<file path="src/rtl/holiday_calendar_engine_core_assert.svh">
// Assertion macros used by the holiday calendar engine RTL.
`ifndef HOLIDAY_CALENDAR_ENGINE_CORE_ASSERT_SVH
`define HOLIDAY_CALENDAR_ENGINE_CORE_ASSERT_SVH

// Same-cycle implication, checked on every rising edge outside reset.
`define HCE_ASSERT_IMPLY(name, ante, cons, msg) \
  name: assert property (@(posedge clk) disable iff (rst) (ante) |-> (cons)) \
    else $error(msg);

// Next-cycle implication, checked on every rising edge outside reset.
`define HCE_ASSERT_NEXT(name, ante, cons, msg) \
  name: assert property (@(posedge clk) disable iff (rst) (ante) |=> (cons)) \
    else $error(msg);

`endif

</file>
<file path="src/rtl/hce_pkg.sv">
// Shared types, constants, holiday table and helper functions of the holiday engine.
`default_nettype none

package hce_pkg;

  localparam int NUM_HOLIDAYS_DEF = 29;
  localparam int TABLE_LEN        = 29;
  localparam int CFG_IDX_W        = 1;

  typedef enum logic [CFG_IDX_W-1:0] {
    REG_ENABLE_MASK = 1'b0,
    REG_USE_SUMMER  = 1'b1
  } cfg_reg_t;

  typedef enum logic [1:0] {
    KIND_FIXED  = 2'd0,
    KIND_EASTER = 2'd1,
    KIND_ADVENT = 2'd2
  } hol_kind_t;

  typedef struct packed {
    hol_kind_t   kind;
    logic [7:0]  ofs;   // day of month, or signed day offset
    logic [3:0]  mon;   // month of a fixed date
  } hol_entry_t;

  // Input item as carried on s_tdata, lowest field in the lowest bits.
  typedef struct packed {
    logic [5:0]  pad;
    logic [4:0]  hour;
    logic [4:0]  day;
    logic [3:0]  month;
    logic [11:0] year;
  } in_item_t;

  // Result item as carried on m_tdata, lowest field in the lowest bits.
  typedef struct packed {
    logic [6:0] pad;
    logic [4:0] advent_day;
    logic [4:0] easter_day;
    logic [2:0] easter_month;
    logic       is_summertime;
    logic       holiday_changed;
    logic [4:0] holiday_tomorrow;
    logic [4:0] holiday_today;
  } out_item_t;

  typedef struct packed {
    logic [11:0] year;
    logic [3:0]  month;
    logic [4:0]  day;
    logic [4:0]  hour;
  } date_t;

  typedef struct packed {
    logic [2:0] easter_month;
    logic [4:0] easter_day;
    logic [4:0] advent_day;
    logic       summer;
    logic [8:0] east_ord;
    logic [8:0] adv_ord;
    logic [8:0] today_ord;
    logic [8:0] tomorrow_ord;
    logic       leap;
    logic       month_ok;
  } calc_res_t;

  typedef struct packed {
    logic [8:0] east_ord;
    logic [8:0] adv_ord;
    logic [8:0] today_ord;
    logic [8:0] tomorrow_ord;
    logic       leap;
  } scan_in_t;

  typedef struct packed {
    logic       busy;
    logic       done;
    logic [4:0] today;
    logic [4:0] tomorrow;
  } scan_out_t;

  function automatic hol_entry_t mk_entry(input hol_kind_t kind, input int ofs,
                                          input int mon);
    hol_entry_t ent;
    ent.kind = kind;
    ent.ofs  = 8'(ofs);
    ent.mon  = 4'(mon);
    return ent;
  endfunction

  function automatic hol_entry_t hol_entry(input logic [4:0] idx);
    hol_entry_t ent;
    unique case (idx)
      5'd0:    ent = mk_entry(KIND_FIXED, 1, 1);
      5'd1:    ent = mk_entry(KIND_FIXED, 6, 1);
      5'd2:    ent = mk_entry(KIND_EASTER, -52, 0);
      5'd3:    ent = mk_entry(KIND_EASTER, -48, 0);
      5'd4:    ent = mk_entry(KIND_EASTER, -47, 0);
      5'd5:    ent = mk_entry(KIND_EASTER, -46, 0);
      5'd6:    ent = mk_entry(KIND_EASTER, -3, 0);
      5'd7:    ent = mk_entry(KIND_EASTER, -2, 0);
      5'd8:    ent = mk_entry(KIND_EASTER, 0, 0);
      5'd9:    ent = mk_entry(KIND_EASTER, 1, 0);
      5'd10:   ent = mk_entry(KIND_FIXED, 1, 5);
      5'd11:   ent = mk_entry(KIND_EASTER, 39, 0);
      5'd12:   ent = mk_entry(KIND_EASTER, 49, 0);
      5'd13:   ent = mk_entry(KIND_EASTER, 50, 0);
      5'd14:   ent = mk_entry(KIND_EASTER, 60, 0);
      5'd15:   ent = mk_entry(KIND_FIXED, 8, 8);
      5'd16:   ent = mk_entry(KIND_FIXED, 15, 8);
      5'd17:   ent = mk_entry(KIND_FIXED, 3, 10);
      5'd18:   ent = mk_entry(KIND_FIXED, 31, 10);
      5'd19:   ent = mk_entry(KIND_FIXED, 1, 11);
      5'd20:   ent = mk_entry(KIND_ADVENT, -32, 0);
      5'd21:   ent = mk_entry(KIND_ADVENT, -21, 0);
      5'd22:   ent = mk_entry(KIND_ADVENT, -14, 0);
      5'd23:   ent = mk_entry(KIND_ADVENT, -7, 0);
      5'd24:   ent = mk_entry(KIND_ADVENT, 0, 0);
      5'd25:   ent = mk_entry(KIND_FIXED, 24, 12);
      5'd26:   ent = mk_entry(KIND_FIXED, 25, 12);
      5'd27:   ent = mk_entry(KIND_FIXED, 26, 12);
      5'd28:   ent = mk_entry(KIND_FIXED, 31, 12);
      default: ent = mk_entry(KIND_FIXED, 0, 0);
    endcase
    return ent;
  endfunction

  // Days in the year before the first of the month (non-leap).
  function automatic logic [8:0] days_before(input logic [3:0] mon);
    logic [8:0] res;
    unique case (mon)
      4'd1:    res = 9'd0;
      4'd2:    res = 9'd31;
      4'd3:    res = 9'd59;
      4'd4:    res = 9'd90;
      4'd5:    res = 9'd120;
      4'd6:    res = 9'd151;
      4'd7:    res = 9'd181;
      4'd8:    res = 9'd212;
      4'd9:    res = 9'd243;
      4'd10:   res = 9'd273;
      4'd11:   res = 9'd304;
      4'd12:   res = 9'd334;
      default: res = 9'd0;
    endcase
    return res;
  endfunction

  // x mod 7 by reciprocal multiply; exact for any 13-bit x.
  function automatic logic [2:0] mod7(input logic [12:0] x);
    logic [26:0] prod;
    logic [10:0] quo;
    logic [13:0] rem;
    prod = 27'(x) * 27'd9363;
    quo  = prod[26:16];
    rem  = 14'(x) - ({quo, 3'b000} - 14'(quo));
    return rem[2:0];
  endfunction

  // x mod 30 by reciprocal multiply; exact for any 9-bit x.
  function automatic logic [4:0] mod30(input logic [8:0] x);
    logic [19:0] prod;
    logic [4:0]  quo;
    logic [9:0]  rem;
    prod = 20'(x) * 20'd1093;
    quo  = prod[19:15];
    rem  = 10'(x) - ({quo, 5'b00000} - {4'b0000, quo, 1'b0});
    return rem[4:0];
  endfunction

endpackage

`default_nettype wire

</file>
<file path="src/rtl/hce_calc.sv">
// Date arithmetic sequencer: Gauss Easter, fourth Advent, summertime and day ordinals.
`default_nettype none

module hce_calc (
  input  logic              clk,
  input  logic              rst,
  input  logic              start,
  input  hce_pkg::date_t    date,
  input  logic              use_summer,
  output hce_pkg::calc_res_t res,
  output logic              done
);

  typedef enum logic [7:0] {
    C_IDLE   = 8'b0000_0001,
    C_DIV    = 8'b0000_0010,
    C_REM    = 8'b0000_0100,
    C_GAUSS  = 8'b0000_1000,
    C_DMOD   = 8'b0001_0000,
    C_EMOD   = 8'b0010_0000,
    C_EASTER = 8'b0100_0000,
    C_ORD    = 8'b1000_0000
  } calc_state_t;

  calc_state_t state, state_next;

  hce_pkg::date_t dt;
  logic [7:0]  q19;
  logic [5:0]  cent;
  logic [9:0]  q7;
  logic [4:0]  ga;
  logic [2:0]  gc;
  logic [4:0]  gp;
  logic        leap;
  logic [12:0] wbase;
  logic [4:0]  mm;
  logic [2:0]  nn;
  logic [4:0]  adv;
  logic [4:0]  ls3;
  logic [4:0]  ls10;
  logic [4:0]  gd;
  logic        summer;
  logic [8:0]  adv_ord;
  logic [2:0]  ge;
  logic [2:0]  em;
  logic [4:0]  ed;

  // divide step
  logic [23:0] prod19;
  logic [24:0] prod100;
  logic [25:0] prod7;
  // remainder step
  logic [11:0] rem19;
  logic [12:0] rem7;
  logic [11:0] hund;
  logic        leap_c;
  logic [8:0]  pnum;
  logic [14:0] pprod;
  logic [12:0] wbase_c;
  // Gauss step
  logic [5:0]  s_c;
  logic [5:0]  egz_c;
  logic [5:0]  t_c;
  logic [4:0]  mm_c;
  logic [2:0]  nn_c;
  logic [2:0]  wd12;
  logic [2:0]  wd3;
  logic [2:0]  wd10;
  // day-of-moon and summertime step
  logic [8:0]  x_c;
  logic        summer_c;
  // weekday correction step
  logic [12:0] esum;
  // Easter date step
  logic [5:0]  sum_c;
  logic [5:0]  ed_alt6;
  logic [4:0]  ed_alt;
  logic [2:0]  em_c;
  logic [4:0]  ed_c;
  // ordinal step
  logic [9:0]  tod_raw;
  logic [9:0]  year_len;
  logic [9:0]  tod_c;
  logic [8:0]  tom_c;
  logic [8:0]  east_c;

  always_comb begin
    prod19  = 24'(dt.year) * 24'd3450;
    prod100 = 25'(dt.year) * 25'd5243;
    prod7   = 26'(dt.year) * 26'd9363;
  end

  always_comb begin
    rem19   = dt.year - ({q19, 4'b0000} + {3'b000, q19, 1'b0} + {4'b0000, q19});
    rem7    = 13'(dt.year) - ({q7, 3'b000} - 13'(q7));
    hund    = {cent, 6'b0} + {1'b0, cent, 5'b0} + {4'b0000, cent, 2'b00};
    leap_c  = (dt.year[1:0] == 2'b00) && ((dt.year != hund) || (cent[1:0] == 2'b00));
    pnum    = {cent, 3'b000} + 9'd13;
    pprod   = 15'(pnum) * 15'd41;
    wbase_c = 13'(dt.year) + 13'(dt.year[11:2]) - 13'(cent) + 13'(cent[5:2]);
  end

  always_comb begin
    s_c   = 6'd38 + 6'(gp) - cent + 6'(cent[5:2]);
    egz_c = (s_c >= 6'd30) ? s_c - 6'd30 : s_c;
    t_c   = 6'd53 - egz_c;
    mm_c  = (t_c >= 6'd30) ? 5'(t_c - 6'd30) : 5'(t_c);
    nn_c  = hce_pkg::mod7(13'(6'd4 + cent - 6'(cent[5:2])));
    // weekdays of Dec 24, Mar 31 and Oct 31, Sunday = 0
    wd12  = hce_pkg::mod7(wbase + 13'd28);
    wd3   = hce_pkg::mod7(wbase + 13'd33);
    wd10  = hce_pkg::mod7(wbase + 13'd37);
  end

  always_comb begin
    x_c = {ga, 4'b0000} + {3'b000, ga, 1'b0} + {4'b0000, ga} + {4'b0000, mm};
    summer_c = 1'b0;
    if (use_summer) begin
      priority if (dt.month == 4'd3) begin
        summer_c = (ls3 == dt.day) ? (dt.hour > 5'd3) : (ls3 < dt.day);
      end else if (dt.month == 4'd10) begin
        summer_c = (ls10 == dt.day) ? (dt.hour < 5'd3) : (ls10 > dt.day);
      end else begin
        summer_c = (dt.month > 4'd3) && (dt.month < 4'd10);
      end
    end
  end

  always_comb begin
    esum = 13'({dt.year[1:0], 1'b0}) + 13'({gc, 2'b00}) + 13'({gd, 2'b00})
         + 13'({gd, 1'b0}) + 13'(nn);
  end

  always_comb begin
    sum_c   = 6'd22 + 6'(gd) + 6'(ge);
    ed_alt6 = 6'(gd) + 6'(ge) - 6'd9;
    ed_alt  = ed_alt6[4:0];
    if (sum_c <= 6'd31) begin
      em_c = 3'd3;
      ed_c = sum_c[4:0];
    end else begin
      em_c = 3'd4;
      priority if (ed_alt == 5'd26) begin
        ed_c = 5'd19;
      end else if ((ed_alt == 5'd25) && (gd == 5'd28) && (ga > 5'd10)) begin
        ed_c = 5'd18;
      end else begin
        ed_c = ed_alt;
      end
    end
  end

  always_comb begin
    east_c   = hce_pkg::days_before(4'(em)) + 9'(ed) + 9'(leap);
    tod_raw  = 10'(hce_pkg::days_before(dt.month)) + 10'(dt.day)
             + 10'(leap && (dt.month > 4'd2));
    year_len = 10'd365 + 10'(leap);
    // day 0 wraps to the end of the year, past the end wraps to the start
    priority if (tod_raw == 10'd0) begin
      tod_c = year_len;
    end else if (tod_raw > year_len) begin
      tod_c = tod_raw - year_len;
    end else begin
      tod_c = tod_raw;
    end
    tom_c = (tod_c == year_len) ? 9'd1 : 9'(tod_c + 10'd1);
  end

  always_comb begin
    unique case (state)
      C_IDLE:   state_next = start ? C_DIV : C_IDLE;
      C_DIV:    state_next = C_REM;
      C_REM:    state_next = C_GAUSS;
      C_GAUSS:  state_next = C_DMOD;
      C_DMOD:   state_next = C_EMOD;
      C_EMOD:   state_next = C_EASTER;
      C_EASTER: state_next = C_ORD;
      C_ORD:    state_next = C_IDLE;
      default:  state_next = C_IDLE;
    endcase
  end

  always_ff @(posedge clk) begin
    if (rst) begin
      state <= C_IDLE;
      done  <= 1'b0;
    end else begin
      state <= state_next;
      done  <= (state == C_ORD);
    end
  end

  always_ff @(posedge clk) begin
    if (state == C_IDLE && start) begin
      dt <= date;
    end
    if (state == C_DIV) begin
      q19  <= prod19[23:16];
      cent <= prod100[24:19];
      q7   <= prod7[25:16];
    end
    if (state == C_REM) begin
      ga    <= rem19[4:0];
      gc    <= rem7[2:0];
      gp    <= pprod[14:10];
      leap  <= leap_c;
      wbase <= wbase_c;
    end
    if (state == C_GAUSS) begin
      mm   <= mm_c;
      nn   <= nn_c;
      adv  <= 5'd24 - 5'(wd12);
      ls3  <= 5'd31 - 5'(wd3);
      ls10 <= 5'd31 - 5'(wd10);
    end
    if (state == C_DMOD) begin
      gd      <= hce_pkg::mod30(x_c);
      summer  <= summer_c;
      adv_ord <= 9'd334 + 9'(adv) + 9'(leap);
    end
    if (state == C_EMOD) begin
      ge <= hce_pkg::mod7(esum);
    end
    if (state == C_EASTER) begin
      em <= em_c;
      ed <= ed_c;
    end
    if (state == C_ORD) begin
      res.easter_month <= em;
      res.easter_day   <= ed;
      res.advent_day   <= adv;
      res.summer       <= summer;
      res.east_ord     <= east_c;
      res.adv_ord      <= adv_ord;
      res.today_ord    <= tod_c[8:0];
      res.tomorrow_ord <= tom_c;
      res.leap         <= leap;
      res.month_ok     <= (dt.month != 4'd0) && (dt.month <= 4'd12);
    end
  end

endmodule

`default_nettype wire

</file>
<file path="src/rtl/hce_scan.sv">
// Holiday table scan: one entry per cycle through a shared add and compare unit.
`default_nettype none

module hce_scan #(
  parameter int NUM_HOLIDAYS = hce_pkg::NUM_HOLIDAYS_DEF
) (
  input  logic                clk,
  input  logic                rst,
  input  logic                start,
  input  hce_pkg::scan_in_t   scan_in,
  input  logic [31:0]         enable_mask,
  output hce_pkg::scan_out_t  scan_out
);

  localparam int IDX_W = (NUM_HOLIDAYS > 1) ? $clog2(NUM_HOLIDAYS) : 1;
  localparam logic [IDX_W-1:0] LAST_IDX = IDX_W'(NUM_HOLIDAYS - 1);

  logic             busy;
  logic             done;
  logic [IDX_W-1:0] idx;
  logic [4:0]       nt;
  logic [4:0]       nm;

  hce_pkg::hol_entry_t ent;
  logic [4:0]        idx5;
  logic              live;
  logic [8:0]        base;
  logic signed [9:0] hday;
  logic              hit_t;
  logic              hit_m;
  logic [4:0]        nt_next;
  logic [4:0]        nm_next;
  logic              finish;

  always_comb begin
    idx5 = 5'(idx);
    ent  = hce_pkg::hol_entry(idx5);
    live = (idx5 < 5'(hce_pkg::TABLE_LEN)) && enable_mask[5'd31 - idx5];
    unique case (ent.kind)
      hce_pkg::KIND_EASTER: base = scan_in.east_ord;
      hce_pkg::KIND_ADVENT: base = scan_in.adv_ord;
      hce_pkg::KIND_FIXED:  base = hce_pkg::days_before(ent.mon)
                                 + 9'(scan_in.leap && (ent.mon > 4'd2));
      default:              base = 9'd0;
    endcase
    hday    = $signed({1'b0, base}) + 10'(signed'(ent.ofs));
    hit_t   = live && (hday == $signed({1'b0, scan_in.today_ord}));
    hit_m   = live && (hday == $signed({1'b0, scan_in.tomorrow_ord}));
    nt_next = hit_t ? idx5 + 5'd1 : nt;
    nm_next = hit_m ? idx5 + 5'd1 : nm;
    // stop at the table end or as soon as both days have a holiday
    finish  = (idx == LAST_IDX) || ((nt_next != 5'd0) && (nm_next != 5'd0));
  end

  always_ff @(posedge clk) begin
    if (rst) begin
      busy <= 1'b0;
      done <= 1'b0;
    end else begin
      done <= 1'b0;
      if (start) begin
        busy <= 1'b1;
      end else if (busy && finish) begin
        busy <= 1'b0;
        done <= 1'b1;
      end
    end
  end

  always_ff @(posedge clk) begin
    if (start) begin
      idx <= '0;
      nt  <= 5'd0;
      nm  <= 5'd0;
    end else if (busy) begin
      nt <= nt_next;
      nm <= nm_next;
      if (!finish) begin
        idx <= idx + IDX_W'(1);
      end
    end
  end

  assign scan_out.busy     = busy;
  assign scan_out.done     = done;
  assign scan_out.today    = nt;
  assign scan_out.tomorrow = nm;

endmodule

`default_nettype wire

</file>
<file path="src/rtl/holiday_calendar_engine_core.sv">
// Top level of the holiday calendar engine: handshakes, sequencer, state and config.
//
//   channel  dir  handshake            payload
//   s_       in   s_tvalid/s_tready    s_tdata date, s_tuser date_valid
//   m_       out  m_tvalid/m_tready    m_tdata holiday results, Easter, Advent
//   cfg_     in   cfg_valid/cfg_ready  cfg_index register, cfg_data value
//
// A transaction is taken in idle, then the calc sequencer runs its 7 steps and signals
// done. For a valid date in a real month the scan unit then checks one table entry per
// cycle, stopping early once both days have a match; the output register is loaded
// after that, once m_tready has taken any earlier result. s_tready is high only in idle;
// a stalled m_tready holds the result and the next item's completion. Reset clears
// control state.
`default_nettype none

module holiday_calendar_engine_core #(
  parameter int NUM_HOLIDAYS = hce_pkg::NUM_HOLIDAYS_DEF
) (
  input  logic                          clk,
  input  logic                          rst,
  input  logic                          s_tvalid,
  output logic                          s_tready,
  // [11:0] year, [15:12] month, [20:16] day, [25:21] hour, [31:26] zero
  input  logic [31:0]                   s_tdata,
  // [0] date_valid
  input  logic                          s_tuser,
  output logic                          m_tvalid,
  input  logic                          m_tready,
  // [4:0] holiday_today, [9:5] holiday_tomorrow, [10] holiday_changed,
  // [11] is_summertime, [14:12] easter_month, [19:15] easter_day,
  // [24:20] advent_day, [31:25] zero
  output logic [31:0]                   m_tdata,
  input  logic                          cfg_valid,
  output logic                          cfg_ready,
  input  logic [hce_pkg::CFG_IDX_W-1:0] cfg_index,
  input  logic [31:0]                   cfg_data
);

  `include "holiday_calendar_engine_core_assert.svh"

  typedef enum logic [3:0] {
    S_IDLE = 4'b0001,
    S_CALC = 4'b0010,
    S_SCAN = 4'b0100,
    S_DONE = 4'b1000
  } state_t;

  state_t state, state_next;

  logic [31:0]         enable_mask;
  logic                use_summer;
  logic                item_valid;
  logic [4:0]          res_today;
  logic [4:0]          res_tomorrow;
  logic [4:0]          stored_today;
  logic [4:0]          stored_tomorrow;
  hce_pkg::out_item_t  out_q;

  hce_pkg::in_item_t   in_item;
  hce_pkg::date_t      date;
  hce_pkg::calc_res_t  calc_res;
  logic                calc_done;
  hce_pkg::scan_in_t   scan_in;
  hce_pkg::scan_out_t  scan_out;
  logic                in_accept;
  logic                scan_start;
  logic                out_load;
  hce_pkg::out_item_t  out_next;

  assign in_item   = hce_pkg::in_item_t'(s_tdata);
  assign s_tready  = (state == S_IDLE);
  assign in_accept = s_tvalid && s_tready;
  assign cfg_ready = 1'b1;

  always_comb begin
    date.year  = in_item.year;
    date.month = in_item.month;
    date.day   = in_item.day;
    date.hour  = in_item.hour;
  end

  hce_calc u_calc (
    .clk        (clk),
    .rst        (rst),
    .start      (in_accept),
    .date       (date),
    .use_summer (use_summer),
    .res        (calc_res),
    .done       (calc_done)
  );

  always_comb begin
    scan_in.east_ord     = calc_res.east_ord;
    scan_in.adv_ord      = calc_res.adv_ord;
    scan_in.today_ord    = calc_res.today_ord;
    scan_in.tomorrow_ord = calc_res.tomorrow_ord;
    scan_in.leap         = calc_res.leap;
  end

  hce_scan #(
    .NUM_HOLIDAYS (NUM_HOLIDAYS)
  ) u_scan (
    .clk         (clk),
    .rst         (rst),
    .start       (scan_start),
    .scan_in     (scan_in),
    .enable_mask (enable_mask),
    .scan_out    (scan_out)
  );

  assign scan_start = (state == S_CALC) && calc_done && item_valid && calc_res.month_ok;
  assign out_load   = (state == S_DONE) && (!m_tvalid || m_tready);

  always_comb begin
    unique case (state)
      S_IDLE:  state_next = in_accept ? S_CALC : S_IDLE;
      S_CALC:  state_next = calc_done ? (scan_start ? S_SCAN : S_DONE) : S_CALC;
      S_SCAN:  state_next = scan_out.done ? S_DONE : S_SCAN;
      S_DONE:  state_next = out_load ? S_IDLE : S_DONE;
      default: state_next = S_IDLE;
    endcase
  end

  always_comb begin
    out_next.pad             = '0;
    out_next.advent_day      = calc_res.advent_day;
    out_next.easter_day      = calc_res.easter_day;
    out_next.easter_month    = calc_res.easter_month;
    out_next.is_summertime   = calc_res.summer;
    // an invalid date repeats the stored holidays and never flags a change
    out_next.holiday_changed = item_valid && ((res_today != stored_today)
                             || (res_tomorrow != stored_tomorrow));
    out_next.holiday_tomorrow = item_valid ? res_tomorrow : stored_tomorrow;
    out_next.holiday_today    = item_valid ? res_today : stored_today;
  end

  always_ff @(posedge clk) begin
    if (rst) begin
      state           <= S_IDLE;
      m_tvalid        <= 1'b0;
      enable_mask     <= 32'd0;
      use_summer      <= 1'b0;
      stored_today    <= 5'd0;
      stored_tomorrow <= 5'd0;
    end else begin
      state <= state_next;
      if (cfg_valid && cfg_ready) begin
        unique case (hce_pkg::cfg_reg_t'(cfg_index))
          hce_pkg::REG_ENABLE_MASK: enable_mask <= cfg_data;
          hce_pkg::REG_USE_SUMMER:  use_summer  <= cfg_data[0];
          default:                  use_summer  <= use_summer;
        endcase
      end
      if (out_load) begin
        m_tvalid <= 1'b1;
        if (item_valid) begin
          stored_today    <= res_today;
          stored_tomorrow <= res_tomorrow;
        end
      end else if (m_tready) begin
        m_tvalid <= 1'b0;
      end
    end
  end

  always_ff @(posedge clk) begin
    if (in_accept) begin
      item_valid <= s_tuser;
    end
    if ((state == S_CALC) && calc_done && !scan_start) begin
      res_today    <= 5'd0;
      res_tomorrow <= 5'd0;
    end
    if ((state == S_SCAN) && scan_out.done) begin
      res_today    <= scan_out.today;
      res_tomorrow <= scan_out.tomorrow;
    end
    if (out_load) begin
      out_q <= out_next;
    end
  end

  assign m_tdata = out_q;

  `HCE_ASSERT_IMPLY(a_scan_busy_state, scan_out.busy, state == S_SCAN,
    "scan runs outside scan state")
  `HCE_ASSERT_IMPLY(a_calc_done_state, calc_done, state == S_CALC,
    "date calc finished outside calc state")
  `HCE_ASSERT_NEXT(a_out_matches_stored, out_load,
    (out_q.holiday_today == stored_today) && (out_q.holiday_tomorrow == stored_tomorrow),
    "result differs from stored holidays")
  `HCE_ASSERT_NEXT(a_invalid_holds, out_load && !item_valid,
    (stored_today == $past(stored_today)) && (stored_tomorrow == $past(stored_tomorrow))
      && !out_q.holiday_changed,
    "invalid date changed holiday state")

endmodule

`default_nettype wire

</file>
<file path="config.mk">
export PLATFORM = sky130hd
export DESIGN_NAME = holiday_calendar_engine_core
export DESIGN_NICKNAME = d
export VERILOG_FILES = /design/src/rtl/hce_pkg.sv /design/src/rtl/hce_calc.sv /design/src/rtl/hce_scan.sv /design/src/rtl/holiday_calendar_engine_core.sv
export VERILOG_INCLUDE_DIRS = /design/src /design/src/rtl
export SDC_FILE = /design/constraint.sdc
export NUM_CORES = 2
export LEC_CHECK = 0
export BUFFER_PORTS_ARGS = -buffer_cell sky130_fd_sc_hd__buf_2
export CAP_MARGIN = 20
export CORE_ASPECT_RATIO = 1.2
export CORE_MARGIN = 5
export CORE_UTILIZATION = 40
export CTS_BUF_LIST = sky130_fd_sc_hd__clkbuf_4
export CTS_CLUSTER_DIAMETER = 100
export DETAILED_ROUTE_END_ITERATION = 16
export GPL_TIMING_DRIVEN = 1
export PLACE_DENSITY_LB_ADDON = 0.3
export SYNTH_ARGS = -nofsm -noshare
export SYNTH_HDL_FRONTEND = slang
export SYNTH_HIERARCHICAL = 1
export SYNTH_SLANG_ARGS = --single-unit
</file>
<file path="constraint.sdc">
create_clock -name clk -period 7.3 [get_ports clk]
set_input_delay 0.365 -clock clk [delete_from_list [all_inputs] [get_ports clk]]
set_output_delay 0.365 -clock clk [all_outputs]
set_load 0.1 [all_outputs]
</file>
== Yosys cells after proc, flatten, opt, wreduce, memory -nomap -nowiden ==
Memory sizes are Yosys's and may differ from the RTL's. A register that Yosys moved wholly into a read port is not among the register bits.
Index checks and enable logic that the tools add are counted.

* Register bits: 278
* Latch bits: 0
* Memory bits (writable): 0
* ROM bits: 736
* Input bits: 71
* Logic and storage cells: 263
* Memories: 3

* $add $sub $neg: 61
* Multiply operators: 10
* Div/mod/pow operators: 0
* $lt $le $gt $ge: 16
* Equality and inequality tests: 34
* Shifts and indexed selects: 0
* Muxes and demuxes: 40
* Bitwise gates (word level): 2
* Reductions and logical operators: 41

{| class="wikitable"
|+ Memory list
! name !! depth !! bits a word !! read ports !! clocked after Yosys merged registers in !! write ports !! line !! text
|-
| (no name shown) || 32 || 14 || 1 || 1 || 0 || hce_pkg.sv:94 || <nowiki>unique case (idx)</nowiki>
|-
| (no name shown) || 16 || 9 || 1 || 1 || 0 || hce_pkg.sv:132 || <nowiki>unique case (mon)</nowiki>
|-
| (no name shown) || 16 || 9 || 1 || 0 || 0 || hce_pkg.sv:132 ||
|}

{| class="wikitable"
|+ Operators by type and width
! operator !! count
|-
| 13-bit by 14-bit multiplier with 19-bit output, second input constant || 5
|-
| 5-bit 2-to-1 mux || 13
|-
| 8-bit case mux with 7 select lines || 1
|-
| 8-bit case mux with 6 select lines || 1
|-
| 10-bit == test || 3
|-
| 9-bit by 1-bit adder with 9-bit output || 3
|-
| 9-bit case mux with 3 select lines || 1
|-
| 13-bit by 6-bit adder with 13-bit output, second input constant || 2
|-
| 12-bit by 13-bit multiplier with 25-bit output, second input constant || 1
|-
| 1-bit logical AND || 21
|-
| 5-bit == test, second input constant || 4
|-
| 12-bit by 11-bit multiplier with 20-bit output, second input constant || 1
|-
| 10-bit 2-to-1 mux || 2
|-
| 4-bit 2-to-1 mux || 5
|-
| 12-bit by 14-bit multiplier with 19-bit output, second input constant || 1
|-
| 9-bit by 11-bit multiplier with 19-bit output, second input constant || 1
|-
| 9-bit by 5-bit adder with 9-bit output || 2
|-
| 1-bit by 3-bit subtractor with 3-bit output, first input constant || 6
|-
| 3-bit subtractor || 6
|-
| 4-bit case mux with 4 select lines || 1
|-
| 9-bit by 6-bit multiplier with 15-bit output, second input constant || 1
|-
| 12-bit by 10-bit adder with 13-bit output || 1
|-
| 13-bit by 3-bit adder with 13-bit output || 1
|-
| 13-bit by 4-bit adder with 13-bit output || 1
|-
| other kinds (84) || 120
|}

== Logic depth before layout (Yosys ltp) ==
* Depth in word-level cells: 15
* Mapped depth: 34
* Depth with buffers taken out: 34

== Cells and area by module ==
The synthesis kept the hierarchy.

{| class="wikitable"
|+ By module, submodules not included
! module !! instances !! cells each !! area each (um2) !! seq. area each (um2)
|-
| hce_calc || 1 || 2,548 || 26,330.3 || 4,984.8
|-
| hce_scan || 1 || 420 || 3,399.5 || 600.6
|-
| holiday_calendar_engine_core || 1 || 307 || 3,323.2 || 2,042.0
|}

== Least setup slack after synthesis ==
Ideal clock, no wire load.

* Kind: register -> register
* Start: register u_calc/dt[15] (netlist name)
* End: register u_calc.ge[2] (data pin)
* Library setup time: 260 ps
* Arrival time: 7,215 ps
* Setup slack: -175 ps
* Cell stages (with the launch flop): 32
* Buffers on the path: 0
* Period minus slack after synthesis: 7,475 ps
* Cell sequence: edfxtp_1 > inv_1 > fa_1 > fa_1 > inv_1 > ha_1 > ha_1 > a21o_1 > a21oi_1 > xor2_1 > inv_1 > ha_1 > ha_1 > ha_1 > inv_1 > fa_1 > inv_1 > fa_1 > ha_1 > a21o_1 > a21oi_1 > o21ai_0 > a41oi_1 > nand2b_1 > a21oi_1 > xnor2_1 > ha_1 > fa_1 > xnor2_1 > xnor2_1 > xnor2_1 > xnor2_1

* Longest elaborated chain between the ends: 7

{| class="wikitable"
|+ Ends and longest elaborated chain
! what !! line !! text
|-
| start, declared || hce_calc.sv:27 || <nowiki>hce_pkg::date_t dt;</nowiki>
|-
| start signal, assigned || hce_calc.sv:195 || <nowiki>dt <= date;</nowiki>
|-
| 3-bit by 5-bit adder with 6-bit output (*) || hce_calc.sv:130 || <nowiki>esum = 13'({dt.year[1:0], 1'b0}) + 13'({gc, 2'b00}) + 13'({gd, 2'b00})</nowiki>
|-
| 13-bit by 7-bit adder with 13-bit output (*) || hce_calc.sv:130 ||
|-
| 13-bit by 6-bit adder with 13-bit output (*) || hce_calc.sv:131 || <nowiki>+ 13'({gd, 1'b0}) + 13'(nn);</nowiki>
|-
| 13-bit by 3-bit adder with 13-bit output (*) || hce_calc.sv:131 ||
|-
| 13-bit by 14-bit multiplier with 19-bit output || hce_pkg.sv:155 || <nowiki>prod = 27'(x) * 27'd9363;</nowiki>
|-
| 1-bit by 3-bit subtractor with 3-bit output || hce_pkg.sv:157 || <nowiki>rem = 14'(x) - ({quo, 3'b000} - 14'(quo));</nowiki>
|-
| 3-bit subtractor (*) || hce_pkg.sv:157 ||
|-
| end signal, assigned || hce_calc.sv:222 || <nowiki>ge <= hce_pkg::mod7(esum);</nowiki>
|-
| end, declared || hce_calc.sv:44 || <nowiki>logic [2:0] ge;</nowiki>
|}

Every way passes the cells marked *; elsewhere a longest branch is shown, timed or not.
A chain may end at the register's enable or synchronous reset.

== Final worst setup path ==
Same ends and word-level chain as after synthesis.

==> flow_summary.json <==
{
  "dp.cells": 4401,
  "regArea_um2": 7630,
  "finalNonFillerCells": 4622,
  "rr_worst_depth": 33,
  "num_vias": 22700,
  "leakagePower_nw": 17.9,
  "power.density_nw_per_um2": 264,
  "p_sw_share_pct": 43.0,
  "core_um2": 82000,
  "fillerInstances": 7908,
  "cpPeakStageDelay_ns": 0.55,
  "grt_max_degree": 60,
  "cts_tree": "yes",
  "power.share.clock_pct": 16.6,
  "power.switching_w": 0.00417,
  "drv_cap": 0,
  "crit_path_frequent_cell": "ha_1",
  "end_kind": "register",
  "setup_viol": 0,
  "cts_buffers": 82,
  "rrSetupSlack_ns": 0.25,
  "max-slew-margin-rel_pct": 35.9,
  "io_buffers": 91,
  "antenna_found_initial": 5,
  "p_int_w": 0.00552,
  "worstMarginPinSlew_ns": 0.959,
  "fmax_mhz": 142,
  "syn2layout_area_growth_pct": 11.2,
  "combPwrFrac_pct": 62.2,
  "drive_gt1_share_pct": 10.9,
  "drtIter0Drc": 778,
  "viasPerCell": 4.91,
  "first_pass_iters": 6,
  "status": "completed",
  "yosys_warnings": 6,
  "routedWlPerCell_um": 14.9,
  "r2r_end": "u_calc/ge[2]",
  "hold_violations": 0,
  "crit_type": "reg2reg",
  "cp.depth": 33,
  "routed_wl_um": 68800,
  "start_util_pct": 40.3,
  "slew_violations": 0,
  "cts-root-buf": "clkbuf_4",
  "multi_input_area_um2": 22700,
  "p_total_w": 0.00969,
  "synth_area_per_cell_um2": 10.1,
  "arrival_ns": 7.63,
  "critical_path.endpoint": "u_calc/ge[2]",
  "hp-class": "in2reg",
  "critical_path.top_delay_family": "adder cells",
  "grt_setup_unrepaired": "true",
  "final_nets": 4527,
  "fin_skew_ns": 0.0817,
  "clk_latency_ns": 0.83,
  "clk_pin_slew_ns": 0.07,
  "final_util_pct": 44.8,
  "syn_inst": 3274,
  "grt_usage_pct": 15.8,
  "synthesis.area_um2": 33000,
  "drtAntennaViolNets": 0,
  "period_minus_slack_ns": 7.05,
  "crit_buf_inv": 6,
  "rr_startpoint": "u_calc/dt[15]",
  "dpl_worst_slack_ns": -0.0135,
  "required_ns": 7.88,
  "first_global_vias": 23700,
  "setup_ws_ns": 0.245,
  "seqPwrFrac_pct": 21.2,
  "die-area_um2": 88500,
  "ctsHtreeMaxLevel": 3,
  "crit_path_max_fanout": 2,
  "hpwl_um": 55900,
  "start_kind": "register",
  "grt_pass1_wl_um": 116000,
  "fp.dieH_um": 325,
  "drcViolationCount": 0,
  "startpoint": "u_calc/dt[15]",
  "fin_crit_sh_pct": 96.6,
  "die_w_um": 272,
  "cts_sinks": 286,
  "placementRows": 115,
  "fin_tns_setup_ns": 0,
  "grt-ovfl-total": 0,
  "io_pins": 106,
  "gp_congestion": 0.856,
  "clk_path_buf_depth": 3,
  "cp_slowest_cell": "fa_1",
  "vdd_drop_max_mv": 0.259,
  "min_from": "cfg_index"
}
[power by group through the flow]
stage          sequential, W  clock (W)  combinational (W)
2_1_floorplan        0.00208          0            0.00458
3_3_place_gp         0.00209          0            0.00590
3_5_place_dp         0.00209          0            0.00601
4_1_cts              0.00206    0.00168            0.00611
5_1_grt              0.00207    0.00178            0.00702
6_report             0.00206    0.00161            0.00603
[worst min path at each step]
stage,endpoint,depth (start not counted)
finish,enable_mask[18],5
CTS,enable_mask[18],5
global route,enable_mask[19],5
global placement,m_tdata[18],0
detailed placement,m_tdata[18],0
floorplan,m_tdata[11],0
[worst reg2reg max path: cells and delay by family (launching register included)]
family	cells	cell delay, ns
adder cells (fa/ha/maj)	13	4.32
buffers and inverters	6	0.32
AO/OA/AOI/OAI	5	0.68
AND/OR/NAND/NOR	3	0.36
flip-flops	1	0.39
XOR/XNOR	6	0.73
[cell type report]
cell class,count,share of cell area [%]
Multi-Input combinational cell,2280,61.9
Sequential cell,286,20.8
Inverter,639,6.54
Timing Repair Buffer,211,4.12
Tap cell,1053,3.59
Clock buffer,123,2.51
Clock inverter,27,0.559
Antenna cell,3,0.0204
[what timing repair did]
item | in CTS | in global routing
hold buffers | 64 | 0
pin swaps | 1 | 3
gates resized for setup | 1 | 15
endpoints found under the hold margin | 65 | 0
setup buffers | 0 | 2
setup endpoints to repair | 1 | 7
[stage by stage]
stage,instance area (um^2),hold WS [ns]
after floorplan,33100,0.400
after global placement,34900,0.404
after detailed placement,34900,0.405
after CTS,36600,0.0162
after global routing,36700,0.0805
final,36700,0.125
[flip-flops by register name, summed over array words and instances, names as in the netlist, 6 cells and up, named ones only]
register,count
u_calc/adv_ord,6
u_calc/cent,6
u_calc/res,47
enable_mask,32
u_calc/dt,26
m_tdata,25
u_calc/state,8
u_calc/wbase,13
u_scan/ent,13
[routing by layer]
| layer | up-vias | global-route usage, % | part of all wire [%] |
|---|---|---|---|
| li1 | 11400 | - | - |
| met1 | 10900 | 18.8 | 42 |
| met2 | 313 | 29.5 | 53 |
| met3 | 101 | 2.32 | 3.3 |
| met4 | 2 | 4.27 | 2.3 |
| met5 | - | 0 | 0.019 |
[cell usage in the layout, fill, tap and decap left out, drive strengths merged, types with 64 or more instances in the layout]
cell type,count
inv,642
edfxtp,190
o21ai,74
ha,683
clkbuf,124
fa,273
a21oi,157
dlygate4sd3,64
nor2,138
dfxtp,96
xnor2,169
buf,146
nor3,69
nand2,169
(Power assumes the default switching activity.)
